[src/sv/rgr_pkg.sv]
// Shared types and constants of the rank group resequencer.
`default_nettype none
package rgr_pkg;

    localparam int RecordSlotsDefault   = 64;
    localparam int GroupSlotsDefault    = 16;
    localparam int CheckIntervalDefault = 10;
    localparam int MaxResults           = 64;

    localparam logic [7:0]  STEP_RESET  = 8'd2;
    localparam logic [19:0] LIMIT_RESET = 20'd500000;
    localparam logic [19:0] MT_SAT      = 20'hFFFFF;

    localparam logic [2:0] ERR_NONE     = 3'd0;
    localparam logic [2:0] ERR_PAIR     = 3'd1;
    localparam logic [2:0] ERR_MISSING  = 3'd2;
    localparam logic [2:0] ERR_MISORDER = 3'd3;
    localparam logic [2:0] ERR_OVERFLOW = 3'd4;

    localparam logic REG_STEP  = 1'b0;
    localparam logic REG_LIMIT = 1'b1;

    typedef struct packed {
        logic [31:0] rank_value;
        logic        first_read;
        logic        second_read;
        logic [15:0] record_handle;
        logic        end_of_stream;
    } t_in_word;

    typedef struct packed {
        logic [15:0] out_handle;
        logic [31:0] out_rank;
        logic [2:0]  error_code;
        logic        last_of_run;
    } t_out_word;

endpackage
`default_nettype wire

[src/sv/rank_group_resequencer_top.sv]
// A word passes the store and finishing states; one that closes an in-order group first passes
// the close state and reads and emits each of its handles, and any output stall holds it.
// A search check scans the group table once for the minimum and then up to twice per group,
// once to check that the ranks run in order and, when they do, once more to emit them.
// Throughput: one word at a time; the next word is taken once all results are queued.
// Reset: synchronous active-low; state and most counters clear, step and limit take their
// reset values, and the record and group stores and data registers are left undefined.
`default_nettype none
module rank_group_resequencer_top #(
    parameter int RECORD_SLOTS   = rgr_pkg::RecordSlotsDefault,
    parameter int GROUP_SLOTS    = rgr_pkg::GroupSlotsDefault,
    parameter int CHECK_INTERVAL = rgr_pkg::CheckIntervalDefault
) (
    input  wire                 i_clk,
    input  wire                 i_rst_n,
    input  wire                 i_in_valid,
    output logic                o_in_ready,
    input  rgr_pkg::t_in_word   i_in_word,
    output logic                o_out_valid,
    input  wire                 i_out_ready,
    output rgr_pkg::t_out_word  o_out_word,
    input  wire                 psel,
    input  wire                 penable,
    input  wire                 pwrite,
    input  wire  [2:0]          paddr,
    input  wire  [31:0]         pwdata,
    output logic [31:0]         prdata,
    output logic                pready
);

    localparam int FW  = $clog2(RECORD_SLOTS + 1);
    localparam int AW  = $clog2(RECORD_SLOTS);
    localparam int GW  = $clog2(GROUP_SLOTS + 1);
    localparam int GAW = $clog2(GROUP_SLOTS);
    localparam int RW  = $clog2(rgr_pkg::MaxResults + 1);

    typedef enum logic [11:0] {
        S_IDLE     = 12'b000000000001,
        S_STORE    = 12'b000000000010,
        S_CLOSE    = 12'b000000000100,
        S_TAIL     = 12'b000000001000,
        S_MIN_RD   = 12'b000000010000,
        S_MIN_CMP  = 12'b000000100000,
        S_SCAN_RD  = 12'b000001000000,
        S_SCAN_CMP = 12'b000010000000,
        S_SPAN_RD  = 12'b000100000000,
        S_SPAN_PUT = 12'b001000000000,
        S_ERR      = 12'b010000000000,
        S_FIN      = 12'b100000000000
    } t_state;

    t_state r_state, n_state;
    logic [7:0]  r_step, n_step;
    logic [19:0] r_limit, n_limit;
    logic [31:0] r_exp, n_exp;
    logic        r_search, n_search;
    logic [31:0] r_open_rank, n_open_rank;
    logic [2:0]  r_marks, n_marks;
    logic [FW-1:0] r_fill, n_fill;
    logic [FW-1:0] r_olen, n_olen;
    logic [GW-1:0] r_gc, n_gc;
    logic [3:0]  r_ic, n_ic;
    logic [19:0] r_mt, n_mt;
    logic        r_seen, n_seen;
    logic [2:0]  r_halt, n_halt;
    rgr_pkg::t_in_word r_in, n_in;
    logic        r_cl_eos, n_cl_eos;
    logic [2:0]  r_err_code, n_err_code;
    logic [31:0] r_err_rank, n_err_rank;
    logic [AW-1:0] r_ptr, n_ptr;
    logic [FW-1:0] r_cnt, n_cnt;
    logic [31:0] r_span_rank, n_span_rank;
    logic [GAW-1:0] r_idx, n_idx;
    logic [GW-1:0] r_match, n_match;
    logic [31:0] r_want, n_want;
    logic [31:0] r_min, n_min;
    logic [1:0]  r_hits, n_hits;
    logic        r_gap, n_gap;
    logic [AW-1:0] r_hs, n_hs;
    logic [FW-1:0] r_hl, n_hl;
    logic        r_flush, n_flush;
    logic [RW-1:0] r_nres, n_nres;
    logic        r_hold_v, n_hold_v;
    rgr_pkg::t_out_word r_hold, n_hold;
    logic        r_out_v, n_out_v;
    rgr_pkg::t_out_word r_out, n_out;

    logic [15:0]   hmem [RECORD_SLOTS];
    logic [31:0]   tab_rank [GROUP_SLOTS];
    logic [AW-1:0] tab_start [GROUP_SLOTS];
    logic [FW-1:0] tab_len [GROUP_SLOTS];
    logic [15:0]   r_hd;
    logic [31:0]   r_tr;
    logic [AW-1:0] r_ts;
    logic [FW-1:0] r_tl;

    logic          h_we;
    logic          t_we;
    logic [GAW-1:0] t_waddr;
    logic [31:0]   t_wrank;
    logic [AW-1:0] t_wstart;
    logic [FW-1:0] t_wlen;

    logic          put_req;
    rgr_pkg::t_out_word put_word;
    logic          out_free;
    logic          can_put;
    logic          put_ok;
    logic          in_acc;
    logic          cfg_wr;
    logic [31:0]   want_prev;

    assign out_free  = !r_out_v || i_out_ready;
    assign can_put   = !r_hold_v || out_free;
    assign put_ok    = (r_nres != RW'(rgr_pkg::MaxResults));
    assign in_acc    = i_in_valid && o_in_ready;
    assign cfg_wr    = psel && penable && pwrite;
    assign want_prev = r_want - {24'd0, r_step};

    assign o_in_ready  = (r_state == S_IDLE);
    assign o_out_valid = r_out_v;
    assign o_out_word  = r_out;
    assign pready      = 1'b1;

    always_comb begin
        prdata = 32'd0;
        case (paddr[2])
            rgr_pkg::REG_STEP: prdata = {24'd0, r_step};
            rgr_pkg::REG_LIMIT: prdata = {12'd0, r_limit};
            default: prdata = 32'd0;
        endcase
    end

    always_comb begin
        logic [FW-1:0] start;
        logic [3:0]    ic_new;
        logic          seen_new;
        logic [31:0]   min_new;
        logic [1:0]    hits_new;
        logic          gap_new;
        logic [AW-1:0] hs_new;
        logic [FW-1:0] hl_new;
        logic          last_idx;

        n_state = r_state;
        n_step = r_step;
        n_limit = r_limit;
        n_exp = r_exp;
        n_search = r_search;
        n_open_rank = r_open_rank;
        n_marks = r_marks;
        n_fill = r_fill;
        n_olen = r_olen;
        n_gc = r_gc;
        n_ic = r_ic;
        n_mt = r_mt;
        n_seen = r_seen;
        n_halt = r_halt;
        n_in = r_in;
        n_cl_eos = r_cl_eos;
        n_err_code = r_err_code;
        n_err_rank = r_err_rank;
        n_ptr = r_ptr;
        n_cnt = r_cnt;
        n_span_rank = r_span_rank;
        n_idx = r_idx;
        n_match = r_match;
        n_want = r_want;
        n_min = r_min;
        n_hits = r_hits;
        n_gap = r_gap;
        n_hs = r_hs;
        n_hl = r_hl;
        n_flush = r_flush;
        n_nres = r_nres;
        h_we = 1'b0;
        t_we = 1'b0;
        t_waddr = r_gc[GAW-1:0];
        t_wrank = r_open_rank;
        start = r_fill - r_olen;
        t_wstart = start[AW-1:0];
        t_wlen = r_olen;
        put_req = 1'b0;
        put_word = '0;
        ic_new = r_ic;
        seen_new = r_seen;
        min_new = r_min;
        hits_new = r_hits;
        gap_new = r_gap;
        hs_new = r_hs;
        hl_new = r_hl;
        last_idx = ((GW'(r_idx) + GW'(1)) == r_gc);

        if (cfg_wr) begin
            case (paddr[2])
                rgr_pkg::REG_STEP: n_step = pwdata[7:0];
                rgr_pkg::REG_LIMIT: n_limit = pwdata[19:0];
                default: n_step = r_step;
            endcase
        end

        case (r_state)
            S_IDLE: begin
                if (in_acc && r_halt == rgr_pkg::ERR_NONE) begin
                    n_in = i_in_word;
                    n_cl_eos = 1'b0;
                    n_nres = '0;
                    if (r_marks[2] && i_in_word.rank_value != r_open_rank) begin
                        n_state = S_CLOSE;
                    end else begin
                        n_state = S_STORE;
                    end
                end
            end
            S_STORE: begin
                if (r_fill == FW'(RECORD_SLOTS)) begin
                    n_err_code = rgr_pkg::ERR_OVERFLOW;
                    n_err_rank = r_in.rank_value;
                    n_state = S_ERR;
                end else begin
                    h_we = 1'b1;
                    if (!r_marks[2]) begin
                        n_open_rank = r_in.rank_value;
                        n_marks = {1'b1, r_in.second_read, r_in.first_read};
                        n_olen = FW'(1);
                    end else begin
                        n_marks = r_marks | {1'b0, r_in.second_read, r_in.first_read};
                        n_olen = r_olen + FW'(1);
                    end
                    n_fill = r_fill + FW'(1);
                    if (r_in.end_of_stream) begin
                        n_cl_eos = 1'b1;
                        n_state = S_CLOSE;
                    end else begin
                        n_state = S_FIN;
                    end
                end
            end
            S_CLOSE: begin
                n_marks = 3'd0;
                n_olen = '0;
                if (r_marks[1:0] != 2'b11) begin
                    n_err_code = rgr_pkg::ERR_PAIR;
                    n_err_rank = r_open_rank;
                    n_state = S_ERR;
                end else if (!r_search) begin
                    if (r_open_rank == r_exp) begin
                        n_ptr = start[AW-1:0];
                        n_cnt = r_olen;
                        n_span_rank = r_open_rank;
                        n_fill = start;
                        n_exp = r_exp + {24'd0, r_step};
                        n_flush = 1'b0;
                        n_state = S_SPAN_RD;
                    end else begin
                        n_search = 1'b1;
                        t_we = 1'b1;
                        t_waddr = '0;
                        n_gc = GW'(1);
                        n_ic = 4'd0;
                        n_mt = 20'd0;
                        n_seen = 1'b0;
                        if (r_cl_eos) begin
                            n_err_code = rgr_pkg::ERR_MISSING;
                            n_err_rank = r_exp;
                            n_state = S_ERR;
                        end else begin
                            n_state = S_STORE;
                        end
                    end
                end else if (r_gc == GW'(GROUP_SLOTS)) begin
                    n_err_code = rgr_pkg::ERR_OVERFLOW;
                    n_err_rank = r_open_rank;
                    n_state = S_ERR;
                end else begin
                    t_we = 1'b1;
                    n_gc = r_gc + GW'(1);
                    if (r_ic != 4'd15) begin
                        ic_new = r_ic + 4'd1;
                    end
                    n_ic = ic_new;
                    if (r_mt != rgr_pkg::MT_SAT) begin
                        n_mt = r_mt + 20'd1;
                    end
                    seen_new = r_seen || (r_open_rank == r_exp);
                    n_seen = seen_new;
                    n_idx = '0;
                    if ((ic_new >= 4'(CHECK_INTERVAL) || r_cl_eos) && seen_new) begin
                        n_state = S_MIN_RD;
                    end else begin
                        n_state = S_TAIL;
                    end
                end
            end
            S_TAIL: begin
                if (r_cl_eos) begin
                    n_err_code = rgr_pkg::ERR_MISSING;
                    n_err_rank = r_exp;
                    n_state = S_ERR;
                end else if (r_mt >= r_limit) begin
                    n_err_code = rgr_pkg::ERR_MISORDER;
                    n_err_rank = r_exp;
                    n_state = S_ERR;
                end else begin
                    n_state = S_STORE;
                end
            end
            S_MIN_RD: begin
                n_state = S_MIN_CMP;
            end
            S_MIN_CMP: begin
                if (r_idx == '0 || r_tr < r_min) begin
                    min_new = r_tr;
                end
                n_min = min_new;
                if (last_idx) begin
                    n_want = min_new;
                    n_match = '0;
                    n_hits = 2'd0;
                    n_gap = 1'b0;
                    n_flush = 1'b0;
                    n_idx = '0;
                    n_state = S_SCAN_RD;
                end else begin
                    n_idx = r_idx + GAW'(1);
                    n_state = S_MIN_RD;
                end
            end
            S_SCAN_RD: begin
                n_state = S_SCAN_CMP;
            end
            S_SCAN_CMP: begin
                if (r_tr == r_want) begin
                    hits_new = (r_hits == 2'd0) ? 2'd1 : 2'd2;
                    hs_new = r_ts;
                    hl_new = r_tl;
                end
                gap_new = r_gap || (r_tr > want_prev && r_tr < r_want);
                n_hits = hits_new;
                n_gap = gap_new;
                n_hs = hs_new;
                n_hl = hl_new;
                if (!last_idx) begin
                    n_idx = r_idx + GAW'(1);
                    n_state = S_SCAN_RD;
                end else begin
                    n_idx = '0;
                    n_hits = 2'd0;
                    n_gap = 1'b0;
                    if (r_flush) begin
                        n_ptr = hs_new;
                        n_cnt = hl_new;
                        n_span_rank = r_want;
                        n_want = r_want + {24'd0, r_step};
                        n_match = r_match + GW'(1);
                        n_state = S_SPAN_RD;
                    end else if (!gap_new && hits_new == 2'd1) begin
                        if (r_match + GW'(1) == r_gc) begin
                            n_flush = 1'b1;
                            n_want = r_min;
                            n_match = '0;
                        end else begin
                            n_want = r_want + {24'd0, r_step};
                            n_match = r_match + GW'(1);
                        end
                        n_state = S_SCAN_RD;
                    end else begin
                        if (gap_new || hits_new == 2'd0) begin
                            n_exp = r_want;
                        end else begin
                            n_exp = r_want + {24'd0, r_step};
                        end
                        n_ic = 4'd0;
                        n_seen = 1'b0;
                        n_state = S_TAIL;
                    end
                end
            end
            S_SPAN_RD: begin
                if (r_cnt != '0) begin
                    n_state = S_SPAN_PUT;
                end else if (r_flush && r_match != r_gc) begin
                    n_state = S_SCAN_RD;
                end else begin
                    if (r_flush) begin
                        n_exp = r_want;
                        n_gc = '0;
                        n_fill = '0;
                        n_search = 1'b0;
                        n_flush = 1'b0;
                    end
                    n_state = r_cl_eos ? S_FIN : S_STORE;
                end
            end
            S_SPAN_PUT: begin
                if (can_put || !put_ok) begin
                    put_req = put_ok;
                    put_word = '{out_handle: r_hd, out_rank: r_span_rank,
                                 error_code: rgr_pkg::ERR_NONE, last_of_run: 1'b0};
                    n_ptr = r_ptr + AW'(1);
                    n_cnt = r_cnt - FW'(1);
                    n_state = S_SPAN_RD;
                end
            end
            S_ERR: begin
                if (can_put || !put_ok) begin
                    put_req = put_ok;
                    put_word = '{out_handle: 16'd0, out_rank: r_err_rank,
                                 error_code: r_err_code, last_of_run: 1'b0};
                    n_halt = r_err_code;
                    n_state = S_FIN;
                end
            end
            S_FIN: begin
                if (!r_hold_v) begin
                    n_state = S_IDLE;
                end else if (out_free) begin
                    n_state = S_IDLE;
                end
            end
            default: n_state = S_IDLE;
        endcase

        if (put_req) begin
            n_nres = r_nres + RW'(1);
        end

        n_hold = r_hold;
        n_hold_v = r_hold_v;
        n_out = r_out;
        n_out_v = r_out_v && !i_out_ready;
        if (put_req) begin
            if (r_hold_v) begin
                n_out = r_hold;
                n_out_v = 1'b1;
            end
            n_hold = put_word;
            n_hold_v = 1'b1;
        end else if (r_state == S_FIN && r_hold_v && out_free) begin
            n_out = r_hold;
            n_out.last_of_run = 1'b1;
            n_out_v = 1'b1;
            n_hold_v = 1'b0;
        end
    end

    always_ff @(posedge i_clk) begin
        if (h_we) begin
            hmem[r_fill[AW-1:0]] <= r_in.record_handle;
        end
        r_hd <= hmem[r_ptr];
        if (t_we) begin
            tab_rank[t_waddr] <= t_wrank;
            tab_start[t_waddr] <= t_wstart;
            tab_len[t_waddr] <= t_wlen;
        end
        r_tr <= tab_rank[r_idx];
        r_ts <= tab_start[r_idx];
        r_tl <= tab_len[r_idx];
    end

    always_ff @(posedge i_clk) begin
        if (!i_rst_n) begin
            r_state <= S_IDLE;
            r_step <= rgr_pkg::STEP_RESET;
            r_limit <= rgr_pkg::LIMIT_RESET;
            r_exp <= '0;
            r_search <= 1'b0;
            r_open_rank <= '0;
            r_marks <= '0;
            r_fill <= '0;
            r_olen <= '0;
            r_gc <= '0;
            r_ic <= '0;
            r_mt <= '0;
            r_seen <= 1'b0;
            r_halt <= rgr_pkg::ERR_NONE;
            r_cl_eos <= 1'b0;
            r_flush <= 1'b0;
            r_hold_v <= 1'b0;
            r_out_v <= 1'b0;
            r_match <= '0;
            r_idx <= '0;
            r_hits <= '0;
            r_cnt <= '0;
        end else begin
            r_state <= n_state;
            r_step <= n_step;
            r_limit <= n_limit;
            r_exp <= n_exp;
            r_search <= n_search;
            r_open_rank <= n_open_rank;
            r_marks <= n_marks;
            r_fill <= n_fill;
            r_olen <= n_olen;
            r_gc <= n_gc;
            r_ic <= n_ic;
            r_mt <= n_mt;
            r_seen <= n_seen;
            r_halt <= n_halt;
            r_cl_eos <= n_cl_eos;
            r_flush <= n_flush;
            r_hold_v <= n_hold_v;
            r_out_v <= n_out_v;
            r_match <= n_match;
            r_idx <= n_idx;
            r_hits <= n_hits;
            r_cnt <= n_cnt;
        end
    end

    always_ff @(posedge i_clk) begin
        r_in <= n_in;
        r_err_code <= n_err_code;
        r_err_rank <= n_err_rank;
        r_ptr <= n_ptr;
        r_span_rank <= n_span_rank;
        r_want <= n_want;
        r_min <= n_min;
        r_gap <= n_gap;
        r_hs <= n_hs;
        r_hl <= n_hl;
        r_nres <= n_nres;
        r_hold <= n_hold;
        r_out <= n_out;
    end

`ifndef SYNTH
    a_idle_no_hold: assert property (@(posedge i_clk) disable iff (!i_rst_n)
        (r_state == S_IDLE) |-> !r_hold_v)
        else $error("A result is still held while the block is idle.");
    a_fill_bound: assert property (@(posedge i_clk) disable iff (!i_rst_n)
        r_fill <= FW'(RECORD_SLOTS))
        else $error("Record store fill count exceeds its depth.");
    a_group_bound: assert property (@(posedge i_clk) disable iff (!i_rst_n)
        r_gc <= GW'(GROUP_SLOTS))
        else $error("Group count exceeds the table depth.");
    a_halt_sticky: assert property (@(posedge i_clk) disable iff (!i_rst_n)
        (r_halt != rgr_pkg::ERR_NONE) |=> (r_halt == $past(r_halt)))
        else $error("Halt code changed after an error.");
`endif

endmodule
`default_nettype wire
[config.mk]
export PLATFORM = sky130hd
export DESIGN_NAME = rank_group_resequencer_top
export DESIGN_NICKNAME = d
export VERILOG_FILES = /design/src/sv/rgr_pkg.sv /design/src/sv/rank_group_resequencer_top.sv
export SDC_FILE = /design/constraint.sdc
export NUM_CORES = 2
export LEC_CHECK = 0
export BUFFER_PORTS_ARGS = -buffer_cell sky130_fd_sc_hd__buf_2
export CORE_AREA = 2 2 437 439
export DETAILED_ROUTE_END_ITERATION = 8
export DIE_AREA = 0 0 439 441
export PLACE_DENSITY = 0.7
export SETUP_SLACK_MARGIN = 0.5
export SLEW_MARGIN = 15
export SYNTH_ARGS = -nofsm -noshare
export SYNTH_HDL_FRONTEND = slang
export SYNTH_SLANG_ARGS = --single-unit
[constraint.sdc]
create_clock -name i_clk -period 7.8 [get_ports i_clk]
set_input_delay 1.56 -clock i_clk [delete_from_list [all_inputs] [get_ports i_clk]]
set_output_delay 1.56 -clock i_clk [all_outputs]
set_load 0.02 [all_outputs]
* Word level (Yosys, flattened, before mapping)
Memory sizes are Yosys's and may differ from the RTL's. A register that Yosys moved wholly into a read port is not among the register bits.
Index checks and enable logic that the tools add are counted.
** Word-level totals
- Bits in registers :: 490
- Bits in writable memories :: 1744
- Bits of input ports :: 93
- Output and inout bits :: 87
- Logic and storage cells :: 399
- Memories :: 4
** Memory list
- hmem :: words 64, bits a word 16, read ports 1, clocked after memory_dff 1, write ports 1, RTL line rank_group_resequencer_top.sv:88 : logic [15:0] hmem [RECORD_SLOTS];
- tab_rank :: words 16, bits a word 32, read ports 1, clocked after memory_dff 1, write ports 1, RTL line rank_group_resequencer_top.sv:89 : logic [31:0] tab_rank [GROUP_SLOTS];
- tab_len :: words 16, bits a word 7, read ports 1, clocked after memory_dff 1, write ports 1, RTL line rank_group_resequencer_top.sv:91 : logic [FW-1:0] tab_len [GROUP_SLOTS];
- tab_start :: words 16, bits a word 6, read ports 1, clocked after memory_dff 1, write ports 1, RTL line rank_group_resequencer_top.sv:90 : logic [AW-1:0] tab_start [GROUP_SLOTS];
** Operators by class
- Add/subtract/negate cells :: 15
- Order comparisons :: 5
- Equality and inequality tests :: 56
- Multiplexer cells :: 200
- Bitwise logic cells :: 5
- Reductions and logical operators :: 69
** Operators with widths (count)
- $mux W32 :: 28
- $mux W52 :: 4
- $pmux W32 S2 :: 3
- $pmux W32 S3 :: 2
- $mux W7 :: 21
- $mux W12 :: 12
- $pmux W12 S12 :: 1
- $pmux W52 S2 :: 1
- $mux W20 :: 4
- $mux W4 :: 20
- $mux W5 :: 13
- $add A32 B8 Y32 :: 2
- $eq A32 B32 Y1 :: 2
- $lt A32 B32 Y1 :: 2
- $mux W11 :: 5
- $mux W1 :: 44
- $ne A2 B2 Y1 const B :: 22
- $mux W6 :: 7
- $pmux W7 S3 :: 2
- $mux W36 :: 1
- $mux W3 :: 11
- $gt A32 B32 Y1 :: 1
- $ne A32 B32 Y1 :: 1
- $sub A32 B8 Y32 :: 1
- other kinds (64) :: 140

* Longest topological paths before layout
- Depth after elaboration :: 14
- Mapped depth :: 27
- Depth with buffers taken out :: 25

* Worst setup path after synthesis
OpenSTA, ideal clock, no wires.
- Path kind :: in2reg
- Start :: input port i_out_ready
- End :: register r_out, in the netlist o_out_word[0] (enable)
- Library setup time :: 544 ps
- Arrival time :: 5836 ps
- Required time :: 7256 ps
- Slack :: 1420 ps
- Stages on the path :: 3
- Path buffers :: 0
- Cell sequence :: nor2b_1 > or3_1 > a21boi_0
** Between the ends
- Word-level cells in the longest chain between the ends :: 7
- Elaborated cells between the ends (all ways) :: 9
- Classes of those cells :: eq/ne: 1; mux: 2; reduce/logical: 6
** Ends and longest elaborated chain
- from (decl) :: RTL line rank_group_resequencer_top.sv:20 : input wire i_out_ready,
- $logic_or A1 B1 Y1 * :: RTL line rank_group_resequencer_top.sv:113 : assign out_free = !r_out_v || i_out_ready;
- $logic_or A1 B1 Y1 :: RTL line rank_group_resequencer_top.sv:114 : assign can_put = !r_hold_v || out_free;
- $logic_or A1 B1 Y1 :: RTL line rank_group_resequencer_top.sv:396, rank_group_resequencer_top.sv:406
- $mux W1 :: RTL line rank_group_resequencer_top.sv:396, rank_group_resequencer_top.sv:406
- $mux W1
- $ne A2 B2 Y1 (no source line) or $reduce_bool A2 Y1 (tied branches)
- $reduce_and A2 Y1 (no source line) *
- to (signal assigned) :: RTL line rank_group_resequencer_top.sv:525 : r_out <= n_out;
- to (decl) :: RTL line rank_group_resequencer_top.sv:86 : rgr_pkg::t_out_word r_out, n_out;
Mark *: on every way between the ends. The rest lies on a longest branch, timed or not.
A chain may end at the register's enable or synchronous reset.

* Worst setup path in the final report
- Start :: register r_want[0]
- End :: register r_exp[14]
** Between the ends
- Word-level cells in the longest chain between the ends :: 10
- Elaborated cells between the ends (all ways) :: 21
- Classes of those cells :: add/sub: 2; order compare: 2; eq/ne: 3; mux: 7; reduce/logical: 7
** Ends and longest elaborated chain
- from (decl) :: RTL line rank_group_resequencer_top.sv:75 : logic [31:0] r_want, n_want;
- from (signal assigned) :: RTL line rank_group_resequencer_top.sv:518 : r_want <= n_want;
- $sub A32 B8 Y32 or $eq A32 B32 Y1 (tied branches) :: RTL line rank_group_resequencer_top.sv:118, rank_group_resequencer_top.sv:333
- $gt A32 B32 Y1 or $mux W2 (tied branches) :: RTL line rank_group_resequencer_top.sv:338, rank_group_resequencer_top.sv:333
- $logic_and A1 B1 Y1 or $mux W2 (tied branches) :: RTL line rank_group_resequencer_top.sv:338, rank_group_resequencer_top.sv:202
- $logic_or A1 B1 Y1 or $logic_not A2 Y1 (tied branches) :: RTL line rank_group_resequencer_top.sv:338, rank_group_resequencer_top.sv:368
- $logic_or A1 B1 Y1 :: RTL line rank_group_resequencer_top.sv:368 : if (gap_new || hits_new == 2'd0) begin
- $mux W32 :: RTL line rank_group_resequencer_top.sv:368
- $mux W32 :: RTL line rank_group_resequencer_top.sv:357 : end else if (!gap_new && hits_new == 2'd1) begin
- $mux W32 :: RTL line rank_group_resequencer_top.sv:350 : if (r_flush) begin
- $mux W32 :: RTL line rank_group_resequencer_top.sv:343 : if (!last_idx) begin
- $pmux W32 S3 :: RTL line rank_group_resequencer_top.sv:202 : case (r_state)
- to (signal assigned) :: RTL line rank_group_resequencer_top.sv:490 : r_exp <= n_exp;
- to (decl) :: RTL line rank_group_resequencer_top.sv:55 : logic [31:0] r_exp, n_exp;
Several ways; a longest one is shown, not always the timed one. The select of a mux whose other input is x is not followed.

==> summary.txt <==
Yosys
  – Synth Instances: 5365
  – Syn Area/Cell: 17.5 sq um
  – Part of the Yosys area used for sequential elements: 70.7%
  – Cell area after synthesis: 0.0940 sq mm
  – Post-synthesis cell type count: 94
  – Asr flop ratio synth: 0%
  – Seq cells post-synth: 2294
  – Synth Warn #: 0
  – Top FF cell, synth: edfxtp_1
  – Number of synthesized flops with an enable pin: 2056

Global routing
  – Congestion Overflow GR: 0
  – Initial antenna violation count: 10
  – GRT Total Usage: 24.9%
  – Largest net degree at the start of global routing: 158
  – First-pass GRT wire length: 350000 microns
  – Vias in the first global route: 51251

Floorplanning
  – Die Ht: 441 microns
  – Placeable Area: 0.189 sq mm
  – Initial Util: 49.7%
  – I/O pin count: 180
  – Die area: 0.194 sq mm
  – Row cnt: 160
  – Die X-Extent: 439 microns

STA
  – Period utilization: 87.8%
  – Final Skew: 0.0538 ns
  – Setup ws final: 0.955 ns
  – Final Hold Vio Count: 0
  – Final Max Tran Viols: 0
  – Slew headroom: 17.5%
  – Fin crit period: 6.85 ns
  – RSZ-0062 raised after global routing: no
  – Final setup violating endpoints: 0
  – Fmax: 146 MHz
  – Slew at the pin closest to its max-slew limit: 1.23 ns
  – Sum Neg Setup Slack: 0 ns

Hold path
  – Hold path cells: 0
  – Hold endpoint: o_out_word[25]
  – Min-Delay Path Class: reg2reg
  – Hold path start: r_hold[25]

Power
  – Reg power frac: 53.5%
  – Leakage: 34.7 nW
  – P_sw: 5.88 mW
  – Comb pwr share: 4.9%
  – Cell-internal power: 20.6 mW
  – Maximum VDD drop: 251 uV
  – PD cells: 250 mW/mm^2
  – Clk network pwr share: 41.6%
  – Switching Fraction: 22.2%

Clock network
  – CTS root buffer: clkbuf_16
  – Clk Latency, worst-skew pair: 0.87 ns
  – CTS clock-pin slew for the worst setup and hold paths: 0.07 ns
  – Htree depth: 4
  – TritonCTS Buffers: 217
  – CTS tree: done
  – Clk sink count: 2294
  – CTS hold repair buffers: 0
  – Post-CTS resize count: 0
  – CTS max path bufs: 3
  – Postcts setup bufs: 0

Worst setup path
  – Worst-path fanout max: 14
  – Critical path launch point type: flip-flop
  – Reg2reg setup slack: 0.95 ns
  – Slowest CP cell: o21ai_2
  – Most Frequent Cell on Critical Path: a21oi_1
  – Crit. End Element: flip-flop
  – Worst Path Arrival: 7.65 ns
  – R2R Path Start: r_want[0]
  – RR Endpoint: r_exp[14]
  – WS Path Type: reg2reg
  – R2R depth: 26
  – CP Buf/Inv Count: 3
  – Critical Path RT: 8.60 ns
  – CP peak stage delay: 0.65 ns
  – Crit path max-delay family: compound AO/OA/AOI/OAI gates

Routing
  – Final wirelength: 241000 microns
  – Initial DRC count: 5411
  – DRC errors left: 0
  – DRT Pass-1 Iters: 6
  – Via count: 51183
  – Routed len/inst: 28.8 microns
  – Post-route ant nets: 0
  – Via-to-Cell Ratio: 6.11

Placement
  – Routability-driven placement congestion ratio: 0.950
  – Number of port buffers: 152
  – Setup Slack @ Placement: 1.16 ns
  – Dpl hpwl: 149000 microns
  – DP Area: 0.0984 sq mm
  – Placed cells: 7927

Cells and area
  – Nets: 5893
  – Share of layout cells above drive strength 1: 22.8%
  – Synth-to-Final Area Change: 12.8%
  – Layout fillers: 14207
  – Design area: 0.106 sq mm
  – Final core occ: 56.1%
  – Final Non-Filler Cells: 8380

Run status
  – Status: finished, final reports clean

Job
  – Max-capacitance violation count: 0
per-stage QoR:
stage,hold slack (ns),power (mW)
after global routing,0.401,27.2
after global placement,0.401,15.6
after CTS,0.379,26.6
final,0.394,26.5
after floorplan,0.400,15.1
after detailed placement,0.405,15.7
worst max path at each step:
stage / start / end / slack [ns] / cells past startpoint
floorplan: i_out_ready / o_out_word[0] / 1.42 / 3
global placement: r_want[0] / r_exp[14] / 1.23 / 26
detailed placement: r_want[0] / r_exp[14] / 1.16 / 26
CTS: r_want[0] / r_exp[19] / 1.12 / 27
global route: r_want[0] / r_exp[14] / 0.55 / 26
finish: r_want[0] / r_exp[14] / 0.95 / 26
layout make-up:
type / count / area (sq um) / area share (%)
multi-input combinational: 2649 / 26100 / 24.6
sequential: 2294 / 66500 / 62.7
tap: 2511 / 3140 / 2.96
inverter: 152 / 574 / 0.541
clock inverter: 132 / 1600 / 1.51
antenna: 38 / 95.1 / 0.0896
timing repair buffer: 322 / 2090 / 1.97
clock buffer: 282 / 5960 / 5.62
flip-flops by register name, summed over array words and instances, names as in the netlist, 8 cells and up:
| register | flops |
|---|---|
| hmem | 1024 |
| o_out_word | 52 |
| r_err_rank | 32 |
| r_exp | 32 |
| r_hd | 16 |
| r_hold | 51 |
| r_in | 51 |
| r_limit | 20 |
| r_min | 32 |
| r_mt | 20 |
| r_open_rank | 32 |
| r_span_rank | 32 |
| r_state | 12 |
| r_step | 8 |
| r_tr | 32 |
| r_want | 32 |
| tab_len | 112 |
| tab_rank | 512 |
| tab_start | 96 |
Yosys cell counts, drive strengths merged (94+ instances only):
master,n,area share (%)
nor2,291,1.2
clkbuf,193,0.77
inv,149,0.59
a21oi,177,0.96
xor2,100,0.93
nand2,397,1.6
o21ai,139,0.74
nand3,94,0.50
edfxtp,2056,66
ha,160,2.1
dfxtp,238,5.1
mux4,561,13
power by group through the flow:
stage | sequential [mW] | clock (mW) | combinational, mW
3_5_place_dp | 14.4 | 0 | 1.27
4_1_cts | 14.2 | 11.2 | 1.28
6_report | 14.2 | 11.0 | 1.30
5_1_grt | 14.2 | 11.6 | 1.39
2_1_floorplan | 14.5 | 0 | 0.535
3_3_place_gp | 14.4 | 0 | 1.22
layout by cell type, fill, tap and decap left out, types with 39 or more instances in the layout:
master     count
nand4_1       39
nand3_1       94
dfxtp_1      234
ha_1         160
o21ai_0      136
xnor2_1       91
edfxtp_1    2056
buf_2        152
clkbuf_1      44
buf_4        165
a21oi_1      173
xor2_1        99
nor2_1       272
clkbuf_16    224
a22oi_1       50
clkinv_2      46
nor3_1        45
inv_1        145
nand2_1      395
mux4_2       561
routing by layer:
metal | share of wire [%] | GRT usage, % | vias up | wire length [microns]
li1 | - | - | 21892 | -
met1 | 37 | 31.2 | 26568 | 89600
met2 | 51 | 43.1 | 2247 | 124000
met3 | 6.6 | 3.48 | 474 | 16000
met4 | 5.0 | 11.5 | 2 | 12000
met5 | 0.0054 | 0 | - | 13
logic make-up (layout without fill, tap and decap cells):
kind of cell    after synthesis  in the layout  synth area share [%]
flops                      2294           2294                  70.7
compound gates              611            611                  4.27
simple gates               1072           1072                  5.33
mux                         598            598                  13.9
fa+ha+maj                   164            164                  2.21
other cells                   2             51               0.00799
buf+inv                     433            888                  1.82
xor+xnor                    191            191                  1.78
No activity file was read; power rests on OpenSTA's default activity.
